File: src/hdl/lruc_pkg.sv
`timescale 1ns / 1ps
// ----------------------------------------------------------------------------
// lruc_pkg - shared definitions for the LRU associative cache
// Store geometry, item kinds, sequencer states and the per-cell control bundle.
// ----------------------------------------------------------------------------
package lruc_pkg;

    localparam int DEPTH   = 16;
    localparam int KEY_W   = 32;
    localparam int PAY_W   = 32;
    localparam int CNT_W   = $clog2(DEPTH + 1);

    typedef enum logic [1:0] {
        KIND_LOOKUP = 2'd0,
        KIND_PEEK   = 2'd1,
        KIND_TOUCH  = 2'd2,
        KIND_INSERT = 2'd3
    } t_kind;

    typedef enum logic [1:0] {
        S_IDLE,
        S_CMP,
        S_UPD
    } t_state;

    // per-cell control from the sequencer
    typedef struct packed {
        logic cmp_en;   // latch key compare
        logic shift;    // take neighbor's entry
    } t_cell_ctl;

endpackage

File: src/hdl/lruc_cell.sv
`timescale 1ns / 1ps
// ----------------------------------------------------------------------------
// lruc_cell - one recency position of the cache
// Holds a key and payload, registers its key compare, and shifts in the entry
// of the next more recent position on request.
// ----------------------------------------------------------------------------
module lruc_cell
    import lruc_pkg::*;
(
    input  logic             i_clk,
    input  t_cell_ctl        i_ctl,
    input  logic [KEY_W-1:0] i_cmp_key,
    input  logic [KEY_W-1:0] i_prev_key,
    input  logic [PAY_W-1:0] i_prev_pay,
    output logic [KEY_W-1:0] o_key,
    output logic [PAY_W-1:0] o_pay,
    output logic             o_match
);

    logic [KEY_W-1:0] r_key;
    logic [PAY_W-1:0] r_pay;
    logic             r_match;

    always_ff @(posedge i_clk) begin
        if (i_ctl.shift) begin
            r_key <= i_prev_key;
            r_pay <= i_prev_pay;
        end
        if (i_ctl.cmp_en) begin
            r_match <= (r_key == i_cmp_key);
        end
    end

    assign o_key   = r_key;
    assign o_pay   = r_pay;
    assign o_match = r_match;

endmodule

File: src/hdl/lru_associative_cache.sv
`timescale 1ns / 1ps
// ----------------------------------------------------------------------------
// lru_associative_cache - fully associative cache with LRU replacement
// Chain of entry cells kept in recency order with a two-step sequencer.
// ----------------------------------------------------------------------------
// The store is a row of DEPTH cells, cell 0 the most recent entry. Each word
// takes two steps: in the first every cell compares its key with the word's key
// and registers the result; in the second the first live match is picked, the
// result word is loaded into the output register and the cells from the front
// down to the chosen position shift by one, the front cell taking the moved or
// inserted entry. A new word is taken in the same cycle the previous one
// finishes. A pending result waiting on o_out_valid/i_out_stall holds the
// second step; the block takes the next word as soon as the output register
// frees. Capacity (i_cfg_we/i_cfg_wdata) must be written only while idle; the
// user is bound, the block does not enforce this. 0 or any value above DEPTH
// uses the whole store. Cells beyond the fill count are never reported.
// ----------------------------------------------------------------------------
module lru_associative_cache
    import lruc_pkg::*;
(
    input  logic             i_clk,
    input  logic             i_rst_n,
    // config
    input  logic             i_cfg_we,
    input  logic [CNT_W-1:0] i_cfg_wdata,
    // input channel
    input  logic             i_in_valid,
    output logic             o_in_stall,
    input  logic [1:0]       i_kind,
    input  logic [KEY_W-1:0] i_key,
    input  logic [PAY_W-1:0] i_payload,
    // output channel
    output logic             o_out_valid,
    input  logic             i_out_stall,
    output logic             o_hit,
    output logic [PAY_W-1:0] o_found_payload,
    output logic             o_victim_valid,
    output logic [KEY_W-1:0] o_victim_key,
    output logic [PAY_W-1:0] o_victim_payload,
    output logic [31:0]      o_hits_total,
    output logic [31:0]      o_misses_total,
    output logic [CNT_W-1:0] o_fill
);

    t_state           r_state, n_state;
    logic [CNT_W-1:0] r_cap;
    logic [CNT_W-1:0] r_count;
    logic [31:0]      r_hits, r_misses;
    t_kind            r_kind;
    logic [KEY_W-1:0] r_key;
    logic [PAY_W-1:0] r_pay;
    logic             r_out_valid;

    // result word register
    logic             r_hit;
    logic [PAY_W-1:0] r_found_pay;
    logic             r_victim_valid;
    logic [KEY_W-1:0] r_victim_key;
    logic [PAY_W-1:0] r_victim_pay;

    // cell row
    t_cell_ctl        cell_ctl  [DEPTH];
    logic [KEY_W-1:0] cell_key  [DEPTH];
    logic [PAY_W-1:0] cell_pay  [DEPTH];
    logic [DEPTH-1:0] cell_match;
    logic [KEY_W-1:0] front_key;
    logic [PAY_W-1:0] front_pay;

    // update step
    logic             upd_go;
    logic             in_acc;
    logic [DEPTH-1:0] live, mlive, first, move_mask;
    logic             found;
    logic [PAY_W-1:0] found_pay;
    logic [KEY_W-1:0] tail_key;
    logic [PAY_W-1:0] tail_pay;
    logic [CNT_W-1:0] cap_eff;
    logic             is_ins, evict, do_move;
    logic [CNT_W-1:0] ins_pos;

    genvar g;
    generate
        for (g = 0; g < DEPTH; g++) begin : g_cell
            if (g == 0) begin : g_front
                lruc_cell u_cell (
                    .i_clk      (i_clk),
                    .i_ctl      (cell_ctl[g]),
                    .i_cmp_key  (r_key),
                    .i_prev_key (front_key),
                    .i_prev_pay (front_pay),
                    .o_key      (cell_key[g]),
                    .o_pay      (cell_pay[g]),
                    .o_match    (cell_match[g])
                );
            end else begin : g_rest
                lruc_cell u_cell (
                    .i_clk      (i_clk),
                    .i_ctl      (cell_ctl[g]),
                    .i_cmp_key  (r_key),
                    .i_prev_key (cell_key[g-1]),
                    .i_prev_pay (cell_pay[g-1]),
                    .o_key      (cell_key[g]),
                    .o_pay      (cell_pay[g]),
                    .o_match    (cell_match[g])
                );
            end
        end
    endgenerate

    // --- match selection, victim read, shift masks
    always_comb begin
        is_ins  = (r_kind == KIND_INSERT);
        cap_eff = (r_cap == '0 || r_cap > CNT_W'(DEPTH)) ? CNT_W'(DEPTH) : r_cap;
        evict   = is_ins && (r_count >= cap_eff) && (r_count != '0);
        ins_pos = evict ? (r_count - CNT_W'(1)) : r_count;

        for (int i = 0; i < DEPTH; i++) begin
            live[i] = (CNT_W'(i) < r_count);
        end
        mlive = cell_match & live;
        first = mlive & (~mlive + DEPTH'(1));   // lowest live match
        move_mask = first | (first - DEPTH'(1));
        found = !is_ins && (mlive != '0);
        do_move = found && (r_kind == KIND_LOOKUP || r_kind == KIND_TOUCH);

        found_pay = '0;
        tail_key  = '0;
        tail_pay  = '0;
        for (int i = 0; i < DEPTH; i++) begin
            found_pay = found_pay | ({PAY_W{first[i]}} & cell_pay[i]);
            if (CNT_W'(i + 1) == r_count) begin
                tail_key = cell_key[i];
                tail_pay = cell_pay[i];
            end
        end

        front_key = r_key;   // a moved entry carries the searched key
        front_pay = is_ins ? r_pay : found_pay;

        for (int i = 0; i < DEPTH; i++) begin
            cell_ctl[i].cmp_en = (r_state == S_CMP);
            cell_ctl[i].shift  = upd_go &&
                (is_ins ? (CNT_W'(i) <= ins_pos) : (do_move && move_mask[i]));
        end
    end

    // --- sequencer
    assign upd_go     = (r_state == S_UPD) && (!r_out_valid || !i_out_stall);
    assign o_in_stall = !((r_state == S_IDLE) || upd_go);
    assign in_acc     = i_in_valid && !o_in_stall;

    always_ff @(posedge i_clk) begin
        if (!i_rst_n) begin
            r_state <= S_IDLE;
        end else begin
            r_state <= n_state;
        end
    end

    always_comb begin
        n_state = r_state;
        case (r_state)
            S_IDLE:  n_state = in_acc ? S_CMP : S_IDLE;
            S_CMP:   n_state = S_UPD;
            S_UPD:   begin
                if (upd_go) begin
                    n_state = in_acc ? S_CMP : S_IDLE;
                end
            end
            default: n_state = S_IDLE;
        endcase
    end

    // --- item capture
    always_ff @(posedge i_clk) begin
        if (in_acc) begin
            r_kind <= t_kind'(i_kind);
            r_key  <= i_key;
            r_pay  <= i_payload;
        end
    end

    // --- control state: capacity, fill, counters, output valid
    always_ff @(posedge i_clk) begin
        if (!i_rst_n) begin
            r_cap       <= '0;
            r_count     <= '0;
            r_hits      <= '0;
            r_misses    <= '0;
            r_out_valid <= 1'b0;
        end else begin
            if (i_cfg_we) begin
                r_cap <= i_cfg_wdata;
            end
            if (upd_go) begin
                r_out_valid <= 1'b1;
                if (is_ins) begin
                    r_count <= ins_pos + CNT_W'(1);
                end
                if (r_kind == KIND_LOOKUP) begin
                    if (found) begin
                        r_hits <= r_hits + 32'd1;
                    end else begin
                        r_misses <= r_misses + 32'd1;
                    end
                end
            end else if (!i_out_stall) begin
                r_out_valid <= 1'b0;
            end
        end
    end

    // --- result word
    always_ff @(posedge i_clk) begin
        if (upd_go) begin
            r_hit          <= found;
            r_found_pay    <= found ? found_pay : '0;
            r_victim_valid <= evict;
            r_victim_key   <= evict ? tail_key : '0;
            r_victim_pay   <= evict ? tail_pay : '0;
        end
    end

    assign o_out_valid      = r_out_valid;
    assign o_hit            = r_hit;
    assign o_found_payload  = r_found_pay;
    assign o_victim_valid   = r_victim_valid;
    assign o_victim_key     = r_victim_key;
    assign o_victim_payload = r_victim_pay;
    assign o_hits_total     = r_hits;
    assign o_misses_total   = r_misses;
    assign o_fill           = r_count;

    // --- checks
    a_fill_bound: assert property (@(posedge i_clk) disable iff (!i_rst_n)
        r_count <= CNT_W'(DEPTH))
        else $error("fill above store depth");

    a_fill_hold: assert property (@(posedge i_clk) disable iff (!i_rst_n)
        !upd_go |=> $stable(r_count))
        else $error("fill changed outside update step");

    a_cmp_stalls: assert property (@(posedge i_clk) disable iff (!i_rst_n)
        (r_state == S_CMP) |-> o_in_stall)
        else $error("input taken during compare step");

    a_match_live: assert property (@(posedge i_clk) disable iff (!i_rst_n)
        (upd_go && found) |-> (r_count != '0))
        else $error("match reported in empty store");

    a_one_result: assert property (@(posedge i_clk) disable iff (!i_rst_n)
        (r_state == S_CMP) |=> (r_state == S_UPD))
        else $error("compare step not followed by update");

endmodule
File: config.mk
export PLATFORM = sky130hd
export DESIGN_NAME = lru_associative_cache
export DESIGN_NICKNAME = d
export VERILOG_FILES = /design/src/hdl/lruc_pkg.sv /design/src/hdl/lruc_cell.sv /design/src/hdl/lru_associative_cache.sv
export SDC_FILE = /design/constraint.sdc
export NUM_CORES = 2
export LEC_CHECK = 0
export BUFFER_PORTS_ARGS = -buffer_cell sky130_fd_sc_hd__buf_2
export CELL_PAD_IN_SITES_DETAIL_PLACEMENT = 0
export CELL_PAD_IN_SITES_GLOBAL_PLACEMENT = 2
export CORE_AREA = 5 5 360 362
export CTS_CLUSTER_SIZE = 10
export DETAILED_ROUTE_END_ITERATION = 8
export DIE_AREA = 0 0 365 367
export PLACE_DENSITY_LB_ADDON = 0.1
export SYNTH_ARGS = -nofsm -noshare
export SYNTH_HDL_FRONTEND = slang
export SYNTH_SLANG_ARGS = --single-unit
File: constraint.sdc
create_clock -name i_clk -period 37.8 [get_ports i_clk]
set_input_delay 9.45 -clock i_clk [delete_from_list [all_inputs] [get_ports i_clk]]
set_output_delay 9.45 -clock i_clk [all_outputs]
set_load 0.01 [all_outputs]
# After elaboration in Yosys (flattened, before gate mapping)
# Cells that the tools add are included.
# totals
ramBits	0
romBits	0
reg_bits	1281
latchBits	0
wordCells	286
n_memories	0
# op_classes
n_mul	0
n_bitwise	36
shifts	0
n_reduce_logical	54
n_div	0
n_lt_le_gt_ge	34
n_eq_ne	38
add_sub_neg	6
n_mux	56
# op_table
cell	count
$mux 32	33
$and 32x32->32	16
$eq 32x32->1	16
$or 32x32->32	15
$add 32x1->32 const B	2
$eq 4x5->1 const A	8
$le 4x5->1 const A	8
$lt 4x5->1 const A	8
$logic_and 1x1->1	38
$and 16x16->16	2
$eq 3x5->1 const A	4
$le 3x5->1 const A	4
$lt 3x5->1 const A	4
$mux 1	19
$add 16x1->16 const B	1
$not 16->16	1
$or 16x16->16	1
$reduce_bool 16->1	1
$sub 16x1->16 const B	1
$eq 2x5->1 const A	2
$le 1x5->1 const A	2
$le 2x5->1 const A	2
$lt 1x5->1 const A	2
$lt 2x5->1 const A	2
21 further kinds	32

# Depth between registers and ports, before layout
# depth
ltp_word	22
depth_mapped	20
ltp_nobuf	18

# Cells and area by module
# Synthesis repeated with hierarchy kept, for this count alone.
# hier_totals
hier_cells	4665
area_unflattened_um2	59440.8
# modules_own_cells
module	n_inst	area_each_um2	cells_per_inst
lruc_cell	16	2298.5	108
lru_associative_cache	1	22665.5	2937

# Worst setup path after synthesis
# No wires, ideal clock.
# synth_path
path_kind	in2reg
start	input i_out_stall
end	register g_cell[10].g_rest.u_cell.r_key[0] (enable)
stages	4
setup_slack_ns	16.777
arrival_time_ns	20.442
cell_sequence	a21oi_1 -> o211ai_1 -> nand2b_1 -> a211oi_1
# synth_lines
item	line	rtl
start: declaration	lru_associative_cache.sv:34	input logic i_out_stall,
end signal: assignment	lruc_cell.sv:26	r_key <= i_prev_key;
end: declaration	lruc_cell.sv:20	logic [KEY_W-1:0] r_key;

# Worst setup path in the final report
# layout_path
start	input i_out_stall
end	output o_in_stall
# layout_between
elab_chain_cells	5
# layout_lines
item	line	rtl
$logic_not 1->1	n/a	
$logic_or 1x1->1	lru_associative_cache.sv:148	assign upd_go = (r_state == S_UPD) && (!r_out_valid || !i_out_stall);
$logic_and 1x1->1	lru_associative_cache.sv:148	
$logic_or 1x1->1	lru_associative_cache.sv:149	assign o_in_stall = !((r_state == S_IDLE) || upd_go);
$logic_not 1->1	lru_associative_cache.sv:149	
end: declaration	lru_associative_cache.sv:28	output logic o_in_stall,
# No other way between the ends.

==> flow_metrics.env <==
export IMPL_cp_top_family="buffers and inverters"
export IMPL_die_h_um=367
export IMPL_status="finished with violations"
export IMPL_synth_adder_area_share_pct=0.3413
export IMPL_synth_edf_count=1204
export IMPL_crit_path_top_delay_cell="a31oi_1"
export IMPL_synthFlopType="edfxtp_1"
export IMPL_die_x_um=365
export IMPL_p_per_area_nw_per_um2=45.37
export IMPL_cp_num_buf_inv=3
export IMPL_rsz0062_at_grt="no"
export IMPL_arrival_ns=10.07
export IMPL_finalInstanceArea_um2=66280
export IMPL_synth_xor_area_share_pct=8.361
export IMPL_synth_top_cell_by_area="edfxtp_1"
export IMPL_yosys_area_share_simple_pct=8.796
export IMPL_drtAntennaViolNets=0
export IMPL_cts_buffers=151
export IMPL_syn_area_um2=58660
export IMPL_cts_tree="done"
export IMPL_via_per_inst=6.523
export IMPL_hold_slack_ns=0.4512
export IMPL_clockRootBuffer="clkbuf_16"
export IMPL_period_minus_slack_ns=19.52
export IMPL_grt_pass1_wl_mm=303.0
export IMPL_synth_nets=4639
export IMPL_ys_seq_area_share_pct=64.26
export IMPL_fin_setup_tns_ns=0
export IMPL_synth_avg_cell_area_um2=12.90
export IMPL_grt_max_degree=73
export IMPL_synth_cells=4547
export IMPL_htree_num_levels=4
export IMPL_timing_critical_path_cells="buf_2 > a31oi_1 > inv_1 > buf_2"
export IMPL_vias=42230
export IMPL_p_leak_nw=21.38
export IMPL_worst_slew_pin_slew_ns=1.317
export IMPL_cp_slowest_stage_delay_ns=0.29
export IMPL_clk_pin_slew_ns=0.05
export IMPL_ys_ff_latch=1281
export IMPL_rows=131
export IMPL_async_flop_share_pct=0
export IMPL_drive_above_1_share_pct=13.56
export IMPL_place_congestion=0.9147
export IMPL_synth_top_cells_by_area="edfxtp_1, xor2_1, dfxtp_1, a21oi_1, a22oi_1"
export IMPL_antenna_found_initial=3
export IMPL_worstSkewPairLatency_ns=0.78
export IMPL_start_kind="input port"
export IMPL_wl_mm=214.8
export IMPL_synthMuxAreaShare_pct=0.2218
export IMPL_peakVddDrop_uv=46.26
export IMPL_hold_viol=0
export IMPL_area_growth_pct=12.98
export IMPL_synth_compound_area_share_pct=15.48
export IMPL_min_period_over_period_pct=51.65
export IMPL_finalMaxSlewViolations=0
export IMPL_fillCellCount=10830
export IMPL_post_cts_buffers=0
export IMPL_multi_input_area_um2=19800
export IMPL_wl_per_cell_um=33.17
export IMPL_fmax_ghz=0.05122
export IMPL_clockBufferDepth=3
export IMPL_max_cap_violations=0
export IMPL_synth_cell_types=92
export IMPL_final_seq_area_um2=37700
export IMPL_dp_final_hpwl_mm=153.8
export IMPL_worstSetupPathType="in2out"
export IMPL_ios=245
export IMPL_io_buffers=244
export IMPL_coreArea_um2=126400
export IMPL_cpMostUsedCell="buf_2"
export IMPL_nNetsFinal=4836
export IMPL_hold_class="reg2reg"
export IMPL_max_slew_margin_rel_pct=11.92
export IMPL_skew_ns=0.02139
export IMPL_numClockSinks=1281
export IMPL_die_area_um2=134000
export IMPL_initial_core_util_pct=46.42
export IMPL_postCtsHoldBufs=0
export IMPL_drcViolationCount=3
export IMPL_grt_use_total_pct=31.36
export IMPL_postPlaceCellArea_um2=62020
export IMPL_violations="DRC"
export IMPL_first_pass_iters=9
export IMPL_critPathMaxFanout=4
export IMPL_endpoint_kind="primary output"
export IMPL_setup_viol=0
export IMPL_synth_warnings=0
export IMPL_synth_top_family_by_area="compound AO/OA/AOI/OAI gates"
export IMPL_gr_total_overflow=0
export IMPL_synth_top_cell_area_share_pct=61.63
export IMPL_first_global_vias=39930
export IMPL_drt_initial_drc_count=6320
export IMPL_required_ns=28.35
export IMPL_post_cts_resize_count=0
## cell type report
| type | instances | share of cell area [%] |
|---|---|---|
| inverters | 39 | 0.2209 |
| repair buffers | 386 | 3.451 |
| clock inverters | 16 | 0.1907 |
| flip-flops and latches | 1281 | 56.88 |
| well taps | 1662 | 3.138 |
| multi-input cells | 2885 | 29.88 |
| diodes | 3 | 0.01133 |
| clock buffers | 202 | 6.228 |
## placed cells by master (no fill, tap or decap), drive strengths merged, types with 28 or more instances in the layout
master	netlist	routed
a211oi	57	57
a21oi	289	289
a221o	54	54
a221oi	85	85
a222oi	45	45
a22o	49	49
a22oi	146	146
a31oi	29	29
buf	64	386
clkbuf	278	202
dfxtp	77	77
edfxtp	1204	1204
inv	37	46
nand2	180	180
nand3	95	95
nand4	75	75
nor2	277	277
nor3	66	66
nor4	161	161
o211ai	57	57
o21ai	175	175
o221ai	68	68
o22ai	118	118
or3	28	28
xnor2	36	36
xor2	524	524
## path summary, 6_finish.rpt
path,from,to,slack (ns),depth (start not counted)
hold reg to reg,g_cell[2].g_rest.u_cell.o_pay[4],g_cell[3].g_rest.u_cell.o_pay[4],0.45,0
setup reg to reg,o_fill[0],g_cell[4].g_rest.u_cell.o_key[26],31.52,19
hold / removal,g_cell[2].g_rest.u_cell.o_pay[4],g_cell[3].g_rest.u_cell.o_pay[4],0.45,0
setup / recovery,i_out_stall,o_in_stall,18.28,4
## worst register-to-register path: stages (launching register included)
cell	delay (ns)
dfxtp_1	0.31
buf_4	0.43
inv_1	0.47
ha_1	0.34
buf_4	0.20
nor2b_1	0.20
a21oi_1	0.33
o21a_1	0.29
nand2_1	0.11
inv_2	0.07
buf_4	0.56
nor2_1	0.12
a21oi_1	0.25
inv_1	0.07
ha_1	0.18
inv_1	0.39
o21ai_0	0.33
a21oi_1	0.68
a211oi_4	0.06
buf_4	0.45
## state kept, by name (all words and copies together), names as in the netlist, 15 cells and up
signal and count:
front_key 32, o_misses_total 32, o_victim_key 32, r_pay 32, g_cell.g_front.u_cell.o_pay 32, g_cell.g_rest.u_cell.o_key 480
g_cell.g_rest.u_cell.o_pay 480, o_victim_payload 32, o_hits_total 32, g_cell.g_front.u_cell.o_key 32, g_cell.g_rest.u_cell.o_match 15, o_found_payload 32
## power breakdown
| group | leakage, nW | internal, W | switching, W |
|---|---|---|---|
| registers | 11.4 | 0.00156 | 0.0000139 |
| clock network | 2.07 | 0.000754 | 0.000574 |
| logic | 7.87 | 0.0000292 | 0.0000754 |
| total | 21.4 | 0.00234 | 0.000663 |
## metal layers
layer	routed length (um)	share of wire, %	vias to the layer above	GRT usage [%]
met2	86990	41	2435	42.38
li1	-	-	18310	-
met3	27880	13	270	11.29
met4	4332	2.0	4	6.492
met1	95540	44	21210	48.42
met5	27	0.013	-	0
## synthesized netlist by cell type (all sizes together) (8+ instances only)
| cell | n |
|---|---|
| o22a | 21 |
| nor2b | 8 |
| ha | 16 |
| buf | 64 |
| nand2b | 15 |
| or3 | 28 |
| a31oi | 29 |
| xor2 | 524 |
| a22oi | 146 |
| nor2 | 277 |
| nor3b | 21 |
| a21oi | 289 |
| nor3 | 66 |
| o31ai | 8 |
| clkbuf | 278 |
| and3 | 21 |
| or4 | 14 |
| o2111ai | 10 |
| a22o | 49 |
| inv | 37 |
| nand4 | 75 |
| a221oi | 85 |
| xnor2 | 36 |
| edfxtp | 1204 |
| a32o | 18 |
| o211ai | 57 |
| dfxtp | 77 |
| nand3 | 95 |
| nand2 | 180 |
| o221ai | 68 |
| mux2i | 13 |
| and2 | 17 |
| o21ai | 175 |
| a221o | 54 |
| o21a | 9 |
| nor4 | 161 |
| a222oi | 45 |
| o22ai | 118 |
| a211oi | 57 |
| a211o | 8 |
## cells by family after synthesis
family | Yosys count
simple gates | 1006
buf+inv | 381
compound gates | 1290
xor+xnor | 560
mux | 13
fa+ha+maj | 16
flops | 1281
## metrics by stage
| step | cells | setup slack, ns | util, % | power (W) |
|---|---|---|---|---|
| 2_1_floorplan | 4547 | 16.78 | - | 0.001659 |
| 3_3_place_gp | 6253 | 18.27 | 49.07 | 0.001706 |
| 3_5_place_dp | 6253 | 18.29 | 49.07 | 0.001707 |
| 4_1_cts | 6471 | 18.28 | 52.44 | 0.003020 |
| 5_1_grt | 6471 | 18.20 | 52.44 | 0.003087 |
| 6_report | 6474 | 18.28 | 52.45 | 0.003007 |
Note: power is estimated with default switching activity, not from simulation.
